## config.mk

```make
export PLATFORM = sky130hd
export DESIGN_NAME = rv32im_instruction_decoder
export DESIGN_NICKNAME = d
export VERILOG_FILES = /design/src/rtl/rv32id_pkg.sv /design/src/rtl/rv32id_decode.sv /design/src/rtl/rv32im_instruction_decoder.sv
export SDC_FILE = /design/constraint.sdc
export NUM_CORES = 1
export LEC_CHECK = 0
export BUFFER_PORTS_ARGS = -buffer_cell sky130_fd_sc_hd__clkbuf_2
export CAP_MARGIN = 10
export CELL_PAD_IN_SITES_DETAIL_PLACEMENT = 1
export CELL_PAD_IN_SITES_GLOBAL_PLACEMENT = 2
export CORE_ASPECT_RATIO = 0.7
export CORE_MARGIN = 2
export CORE_UTILIZATION = 34
export DETAILED_ROUTE_END_ITERATION = 16
export GPL_ROUTABILITY_DRIVEN = 0
export PLACE_DENSITY_LB_ADDON = 0.2
export SYNTH_ARGS = -nofsm -noshare
export SYNTH_HDL_FRONTEND = slang
export SYNTH_SLANG_ARGS = --single-unit
```

## constraint.sdc

```tcl
create_clock -name clock -period 3.8 [get_ports clock]
set_input_delay 0 -clock clock [delete_from_list [all_inputs] [get_ports clock]]
set_output_delay 0 -clock clock [all_outputs]
set_load 0.01 [all_outputs]
```

## src/rtl/rv32id_pkg.sv

```systemverilog
// Shared types and encodings for the RV32IM instruction decoder.
// No dependencies; imported by rv32id_decode and rv32im_instruction_decoder.
package rv32id_pkg;

   localparam int unsigned INSTR_W = 32;
   localparam int unsigned RSP_DATA_W = 48;

   typedef logic [INSTR_W-1:0] instr_type;

   typedef struct packed {
      logic               valid_res;
      logic [5:0]         mnemonic;
      logic [4:0]         dest_reg;
      logic [4:0]         src1_reg;
      logic [4:0]         src2_reg;
      logic signed [20:0] immediate;
   } dec_res_type;

   // major opcodes
   localparam logic [6:0] OP_REG    = 7'h33;
   localparam logic [6:0] OP_LOAD   = 7'h03;
   localparam logic [6:0] OP_IMM    = 7'h13;
   localparam logic [6:0] OP_JALR   = 7'h67;
   localparam logic [6:0] OP_SYSTEM = 7'h73;
   localparam logic [6:0] OP_STORE  = 7'h23;
   localparam logic [6:0] OP_BRANCH = 7'h63;
   localparam logic [6:0] OP_AUIPC  = 7'h17;
   localparam logic [6:0] OP_LUI    = 7'h37;
   localparam logic [6:0] OP_JAL    = 7'h6f;

   // funct7 codes
   localparam logic [6:0] F7_BASE = 7'h00;
   localparam logic [6:0] F7_ALT  = 7'h20;
   localparam logic [6:0] F7_MULDIV = 7'h01;

   // funct3 codes
   localparam logic [2:0] F3_0 = 3'd0;
   localparam logic [2:0] F3_1 = 3'd1;
   localparam logic [2:0] F3_2 = 3'd2;
   localparam logic [2:0] F3_3 = 3'd3;
   localparam logic [2:0] F3_4 = 3'd4;
   localparam logic [2:0] F3_5 = 3'd5;
   localparam logic [2:0] F3_6 = 3'd6;
   localparam logic [2:0] F3_7 = 3'd7;

   // mnemonic numbers
   localparam logic [5:0] MN_ADD   = 6'd0;
   localparam logic [5:0] MN_MUL   = 6'd1;
   localparam logic [5:0] MN_SUB   = 6'd2;
   localparam logic [5:0] MN_SLL   = 6'd3;
   localparam logic [5:0] MN_MULH  = 6'd4;
   localparam logic [5:0] MN_SLT   = 6'd5;
   localparam logic [5:0] MN_SLTU  = 6'd6;
   localparam logic [5:0] MN_XOR   = 6'd7;
   localparam logic [5:0] MN_DIV   = 6'd8;
   localparam logic [5:0] MN_SRL   = 6'd9;
   localparam logic [5:0] MN_SRA   = 6'd10;
   localparam logic [5:0] MN_OR    = 6'd11;
   localparam logic [5:0] MN_REM   = 6'd12;
   localparam logic [5:0] MN_AND   = 6'd13;
   localparam logic [5:0] MN_ADDI  = 6'd14;
   localparam logic [5:0] MN_SLLI  = 6'd15;
   localparam logic [5:0] MN_SLTI  = 6'd16;
   localparam logic [5:0] MN_SLTIU = 6'd17;
   localparam logic [5:0] MN_XORI  = 6'd18;
   localparam logic [5:0] MN_SRLI  = 6'd19;
   localparam logic [5:0] MN_SRAI  = 6'd20;
   localparam logic [5:0] MN_ORI   = 6'd21;
   localparam logic [5:0] MN_ANDI  = 6'd22;
   localparam logic [5:0] MN_LB    = 6'd23;
   localparam logic [5:0] MN_LH    = 6'd24;
   localparam logic [5:0] MN_LW    = 6'd25;
   localparam logic [5:0] MN_LBU   = 6'd26;
   localparam logic [5:0] MN_LHU   = 6'd27;
   localparam logic [5:0] MN_SB    = 6'd28;
   localparam logic [5:0] MN_SH    = 6'd29;
   localparam logic [5:0] MN_SW    = 6'd30;
   localparam logic [5:0] MN_BEQ   = 6'd31;
   localparam logic [5:0] MN_BNE   = 6'd32;
   localparam logic [5:0] MN_BLT   = 6'd33;
   localparam logic [5:0] MN_BGE   = 6'd34;
   localparam logic [5:0] MN_BLTU  = 6'd35;
   localparam logic [5:0] MN_BGEU  = 6'd36;
   localparam logic [5:0] MN_AUIPC = 6'd37;
   localparam logic [5:0] MN_LUI   = 6'd38;
   localparam logic [5:0] MN_JAL   = 6'd39;
   localparam logic [5:0] MN_JALR  = 6'd40;
   localparam logic [5:0] MN_ECALL = 6'd41;

endpackage

```

## src/rtl/rv32id_decode.sv

```systemverilog
// Combinational RV32IM decode of one instruction word into a dec_res_type.
// Depends on rv32id_pkg.
module rv32id_decode (
   input  rv32id_pkg::instr_type   instr,
   output rv32id_pkg::dec_res_type res
);
   import rv32id_pkg::*;

   logic [6:0]         op;
   logic [2:0]         f3;
   logic [6:0]         f7;
   logic               ok;
   logic [5:0]         mn;
   logic [4:0]         rd;
   logic [4:0]         rs1;
   logic [4:0]         rs2;
   logic signed [20:0] imm;
   logic signed [20:0] imm_i;
   logic signed [20:0] imm_s;
   logic signed [20:0] imm_b;
   logic signed [20:0] imm_j;
   logic signed [20:0] imm_u;

   assign op = instr[6:0];
   assign f3 = instr[14:12];
   assign f7 = instr[31:25];

   assign imm_i = {{9{instr[31]}}, instr[31:20]};
   assign imm_s = {{9{instr[31]}}, instr[31:25], instr[11:7]};
   assign imm_b = {{8{instr[31]}}, instr[31], instr[7], instr[30:25], instr[11:8], 1'b0};
   assign imm_j = {instr[31], instr[19:12], instr[20], instr[30:21], 1'b0};
   assign imm_u = {1'b0, instr[31:12]};

   always_comb begin
      ok  = 1'b0;
      mn  = MN_ADD;
      rd  = '0;
      rs1 = '0;
      rs2 = '0;
      imm = '0;
      unique case (op)
         OP_REG: begin
            rd  = instr[11:7];
            rs1 = instr[19:15];
            rs2 = instr[24:20];
            ok  = 1'b1;
            if (f7 == F7_BASE) begin
               unique case (f3)
                  F3_0: mn = MN_ADD;
                  F3_1: mn = MN_SLL;
                  F3_2: mn = MN_SLT;
                  F3_3: mn = MN_SLTU;
                  F3_4: mn = MN_XOR;
                  F3_5: mn = MN_SRL;
                  F3_6: mn = MN_OR;
                  default: mn = MN_AND;
               endcase
            end else if (f7 == F7_MULDIV) begin
               unique case (f3)
                  F3_0: mn = MN_MUL;
                  F3_1: mn = MN_MULH;
                  F3_4: mn = MN_DIV;
                  F3_6: mn = MN_REM;
                  default: ok = 1'b0;
               endcase
            end else if (f7 == F7_ALT) begin
               unique case (f3)
                  F3_0: mn = MN_SUB;
                  F3_5: mn = MN_SRA;
                  default: ok = 1'b0;
               endcase
            end else begin
               ok = 1'b0;
            end
         end
         OP_IMM: begin
            rd  = instr[11:7];
            rs1 = instr[19:15];
            imm = imm_i;
            ok  = 1'b1;
            unique case (f3)
               F3_0: mn = MN_ADDI;
               F3_1: begin
                  mn = MN_SLLI;
                  ok = (f7 == F7_BASE);
               end
               F3_2: mn = MN_SLTI;
               F3_3: mn = MN_SLTIU;
               F3_4: mn = MN_XORI;
               F3_5: begin
                  if (f7 == F7_BASE) begin
                     mn = MN_SRLI;
                  end else if (f7 == F7_ALT) begin
                     mn = MN_SRAI;
                  end else begin
                     ok = 1'b0;
                  end
               end
               F3_6: mn = MN_ORI;
               default: mn = MN_ANDI;
            endcase
         end
         OP_LOAD: begin
            rd  = instr[11:7];
            rs1 = instr[19:15];
            imm = imm_i;
            ok  = 1'b1;
            unique case (f3)
               F3_0: mn = MN_LB;
               F3_1: mn = MN_LH;
               F3_2: mn = MN_LW;
               F3_4: mn = MN_LBU;
               F3_5: mn = MN_LHU;
               default: ok = 1'b0;
            endcase
         end
         OP_JALR: begin
            rd  = instr[11:7];
            rs1 = instr[19:15];
            imm = imm_i;
            mn  = MN_JALR;
            ok  = (f3 == F3_0);
         end
         OP_SYSTEM: begin
            mn = MN_ECALL;
            ok = (f3 == F3_0) && (instr[31:20] == '0);
         end
         OP_STORE: begin
            rs1 = instr[19:15];
            rs2 = instr[24:20];
            imm = imm_s;
            ok  = 1'b1;
            unique case (f3)
               F3_0: mn = MN_SB;
               F3_1: mn = MN_SH;
               F3_2: mn = MN_SW;
               default: ok = 1'b0;
            endcase
         end
         OP_BRANCH: begin
            rs1 = instr[19:15];
            rs2 = instr[24:20];
            imm = imm_b;
            ok  = 1'b1;
            unique case (f3)
               F3_0: mn = MN_BEQ;
               F3_1: mn = MN_BNE;
               F3_4: mn = MN_BLT;
               F3_5: mn = MN_BGE;
               F3_6: mn = MN_BLTU;
               F3_7: mn = MN_BGEU;
               default: ok = 1'b0;
            endcase
         end
         OP_AUIPC: begin
            rd  = instr[11:7];
            imm = imm_u;
            mn  = MN_AUIPC;
            ok  = 1'b1;
         end
         OP_LUI: begin
            rd  = instr[11:7];
            imm = imm_u;
            mn  = MN_LUI;
            ok  = 1'b1;
         end
         OP_JAL: begin
            rd  = instr[11:7];
            imm = imm_j;
            mn  = MN_JAL;
            ok  = 1'b1;
         end
         default: ok = 1'b0;
      endcase

      // unrecognised words report all-zero
      if (ok) begin
         res.valid_res = 1'b1;
         res.mnemonic  = mn;
         res.dest_reg  = rd;
         res.src1_reg  = rs1;
         res.src2_reg  = rs2;
         res.immediate = imm;
      end else begin
         res = '0;
      end
   end

endmodule

```

## src/rtl/rv32im_instruction_decoder.sv

```systemverilog
// RV32IM instruction decoder, top level: input register, decode, result register.
// Depends on rv32id_pkg and rv32id_decode.
// An accepted request word passes through the input register, then the result register, to the response.
// Throughput: one word per cycle; both stages advance whenever the result
// register is empty or being taken. A held response stalls intake once the
// input register is full as well.
// Reset (synchronous, active high) empties both stages; no other state.
module rv32im_instruction_decoder (
   input  logic                                     clock,
   input  logic                                     reset,
   input  logic                                     req_tvalid,
   output logic                                     req_tready,
   input  rv32id_pkg::instr_type                    req_tdata,  // [31:0] instruction
   output logic                                     rsp_tvalid,
   input  logic                                     rsp_tready,
   output logic [rv32id_pkg::RSP_DATA_W-1:0]        rsp_tdata,
   // [5:0] mnemonic, [10:6] dest_reg, [15:11] src1_reg, [20:16] src2_reg,
   // [41:21] immediate, [47:42] zero
   output logic                                     rsp_tuser   // [0] valid_res
);
   import rv32id_pkg::*;

   logic        s1_valid_ff;
   logic        s1_valid_in;
   instr_type   s1_instr_ff;
   logic        out_valid_ff;
   logic        out_valid_in;
   dec_res_type out_res_ff;
   dec_res_type dec_res;
   logic        out_load;
   logic        req_take;

   rv32id_decode u_decode (
      .instr (s1_instr_ff),
      .res   (dec_res)
   );

   assign out_load   = s1_valid_ff && (!out_valid_ff || rsp_tready);
   assign req_tready = !s1_valid_ff || out_load;
   assign req_take   = req_tvalid && req_tready;

   assign s1_valid_in  = req_take || (s1_valid_ff && !out_load);
   assign out_valid_in = out_load || (out_valid_ff && !rsp_tready);

   always_ff @(posedge clock) begin
      if (reset) begin
         s1_valid_ff  <= 1'b0;
         out_valid_ff <= 1'b0;
      end else begin
         s1_valid_ff  <= s1_valid_in;
         out_valid_ff <= out_valid_in;
      end
   end

   always_ff @(posedge clock) begin
      if (req_take) begin
         s1_instr_ff <= req_tdata;
      end
      if (out_load) begin
         out_res_ff <= dec_res;
      end
   end

   assign rsp_tvalid = out_valid_ff;
   assign rsp_tuser  = out_res_ff.valid_res;
   assign rsp_tdata  = {6'b0,
                        out_res_ff.immediate,
                        out_res_ff.src2_reg,
                        out_res_ff.src1_reg,
                        out_res_ff.dest_reg,
                        out_res_ff.mnemonic};

endmodule
```

==> impl_results.md <==
- Worst Hold Slack: 0.00983 ns
- Clock Sinks: 77
- Core area: between 10000 and 15000 µm²
- Largest net degree at the start of global routing: 44
- Initial Util: between 30 and 40%
- Number of synthesized flops with an enable pin: 75
- Initial DRT Pass Iterations: 6
- Global-route wire length before repair: 17.9 mm
- Pin slew with the least headroom to its limit: 0.955 ns
- Ant diodes: 0
- GRT overflow: 0
- Syn Inst Count: 337
- Max frequency: about 350 MHz
- Pwr dens: 429 nW/µm²
- Startpoint types: flop
- Reg area: 2290 µm²
- Leak: roughly 1.8 nW
- WL/cell: 19.1 µm
- Most used DFF post-synth: edfxtp_1
- IO Pins: just under 90
- Count of cell types in the netlist: between 50 and 60
- Via count: approximately 3200
- Period utilization: 74.7%
- R2R Setup Slk: just under 1 ns
- GRT Max-Usage Layer: met1
- Status: complete, no violations
- Worst R2R Start: s1_instr_ff[4]
- TritonCTS Buffers: 9
- Worst path arrival time: 2.94 ns
- M1 GR Usage: 31.3%
- Dpl cell area: roughly 4300 µm²
- Die area: between 10000 and 15000 µm²
- Fill cells: 1213
- Max cap viols: 0
- Fraction of registers with async set/reset: 0%
- CTS Buffer Depth: 2
- Min-Delay Path Class: input port to flop
- Crit path capture: rsp_tdata[8]
- Clk_lat worst skew: 0.34 ns
- Seq/Total Area, Yosys: 60.7%
- PortBufs: 80
- Met3 usage: 5.37%
- Synth warnings: 0
- Floorplan row count: 32
- CP Class: flop to flop
- Clock transition at path regs: around 0.06 ns
- Period minus WS final: 2.84 ns
- Initial drt markers: 343
- DRT antenna net count: 0
- GRT Total Usage: 20.3%
- Max-slew violation count: 0
- Final instance area: 4960 µm²
- Maximum VDD drop: between 0.0002 and 0.00025 V
- Mapped cell area: 3780 µm²
- Required @ worst endpoint: 3.90 ns
- Residual DRC count: 0
- Post-cts resize count: 0
- Initial antenna violation count: 0
- CTS tree: done
- DPL Wire Length: 8.07 mm
- Share of layout cells above drive strength 1: 24.2%
- Fin. Hold Viols: 0
- Vias in the first global route: around 3100
- H-tree depth: 3
- NumNets Final: 484
- Hold depth: 4
- Layout overhead on the synthesized area: 31.2%
- Yosys reg bits: 77
- Worst Reg-to-Reg Cells: 7
- Sum Neg Setup Slack: 0 ns
- Post-Route WL: 11.6 mm
- RSZ-0062 raised after global routing: false
- Die width: 130 µm
- Die height: 92.2 µm
- Routed vias/inst: approximately 5.3
- Worst setup EP type: flop
- Slew headroom: 36.3%
- CP startpoint: s1_instr_ff[4]
- Area of the multi-input gates: 1310 µm²
- Final setup fails: 0
- Met2 usage: between 20% and 30%
- R2R Path End: rsp_tdata[8]
- Avg Inst Size Synth: 11.2 µm²
- CP max FO: 18
- Final clock skew: 0.00741 ns
- Root buf cell: clkbuf_16
-- kinds of logic after synthesis --
logic type	after synthesis	synth area share, %
simple gates	136	17.9
fa+ha+maj	2	0.662
flops	77	60.7
buf+inv	37	5.47
other cells	1	0.0993
xor+xnor	1	0.232
compound gates	81	14.4
mux	2	0.530
-- cell usage after synthesis, drive strengths merged (2+ instances only) --
library cell / instances / area (µm²)
nor4: 5 / 37.5
o32ai: 2 / 17.5
o311ai: 2 / 17.5
o211ai: 2 / 15.0
nand3b: 3 / 22.5
a21o: 2 / 15.0
o221ai: 2 / 17.5
inv: 7 / 28.8
a222oi: 4 / 40.0
and2: 2 / 12.5
a22oi: 6 / 45.0
ha: 2 / 25.0
a211o: 3 / 26.3
or3: 3 / 18.8
clkbuf: 13 / 48.8
nor2: 35 / 131
edfxtp: 75 / 2250
nand4: 3 / 18.8
o21ai: 13 / 65.1
and3: 19 / 124
nand2: 35 / 131
nand3: 8 / 40.0
buf: 17 / 129
a31oi: 11 / 68.8
mux2i: 2 / 20.0
dfxtp: 2 / 40.0
nor2b: 6 / 37.5
nor3: 12 / 60.1
a21oi: 21 / 105
-- registers in the layout (all words and copies together), names as in the netlist --
register     count
rsp_tdata       42
s1_instr_ff     32
s1_valid_ff      1
rsp_tvalid       1
rsp_tuser        1
-- power breakdown --
group | switching [mW] | internal [mW]
clock | 0.348 | 0.566
combinational | 0.106 | 0.0824
sequential | 0.0436 | 0.980
-- per-stage QoR --
step,total power [mW],utilization [%],setup WS (ns),instances
final,2.13,45.4,0.961,604
after detailed placement,1.20,39.1,1.02,553
after floorplan,1.12,-,0.924,342
after global routing,2.20,45.4,0.751,604
after CTS,2.14,45.2,0.998,603
after global placement,1.20,39.1,1.08,553
-- metal layers --
metal / part of all wire [%] / vias to the layer above
met5: 0 / -
met4: 0.81 / 0
met3: 8.1 / 7
met2: 42 / 128
met1: 49 / 1564
li1: - / 1488
-- layout make-up --
cell class                      instances  share of cell area, %
Multi-Input combinational cell        228                   26.3
Clock buffer                           12                   5.38
Clock inverter                          4                   1.06
Sequential cell                        77                   46.2
Inverter                                7                  0.581
Timing Repair Buffer                  123                   16.6
Tap cell                              153                   3.86
-- repair_timing --
item / 4_1_cts / 5_1_grt
hold buffers: 34 / 0
setup endpoints to repair: 0 / 0
endpoints found under the hold margin: 34 / 0
setup buffers: 0 / 0
-- worst min path at each step --
stage	to	startpoint	slack, ns
after global routing	rsp_tvalid	rsp_tready	0.10
after global placement	s1_instr_ff[3]	req_tdata[3]	0.18
after floorplan	rsp_tvalid	reset	0.07
final	rsp_tvalid	rsp_tready	0.01
after detailed placement	s1_instr_ff[10]	req_tdata[10]	0.18
after CTS	rsp_tvalid	rsp_tready	0.009
-- layout by cell type (no fill, tap or decap), drive strengths merged, types with 2 or more instances in the layout --
cell type	Yosys	final
nor2	35	35
ha	2	2
a222oi	4	4
o221ai	2	2
nor3	12	12
nand3b	3	3
buf	17	9
and2	2	2
o21ai	13	13
nand4	3	3
a21o	2	2
edfxtp	75	75
a21oi	21	21
dlygate4sd3	0	34
clkbuf	13	92
a22oi	6	6
conb	1	6
and3	19	19
a211o	3	3
inv	7	9
o311ai	2	2
o211ai	2	2
nand2	35	35
dfxtp	2	2
nor2b	6	6
a31oi	11	11
or3	3	3
nand3	8	8
o32ai	2	2
nor4	5	5
mux2i	2	2
-- worst max-delay path, stage by stage, from the launching register on --
cell	delay (ns)
edfxtp_1	0.77
nor2_1	0.23
nand3b_1	0.28
o2bb2ai_1	0.15
nor4_2	0.28
o2111a_1	0.50
inv_4	0.16
and3_1	0.21
(Power assumes the default switching activity.)
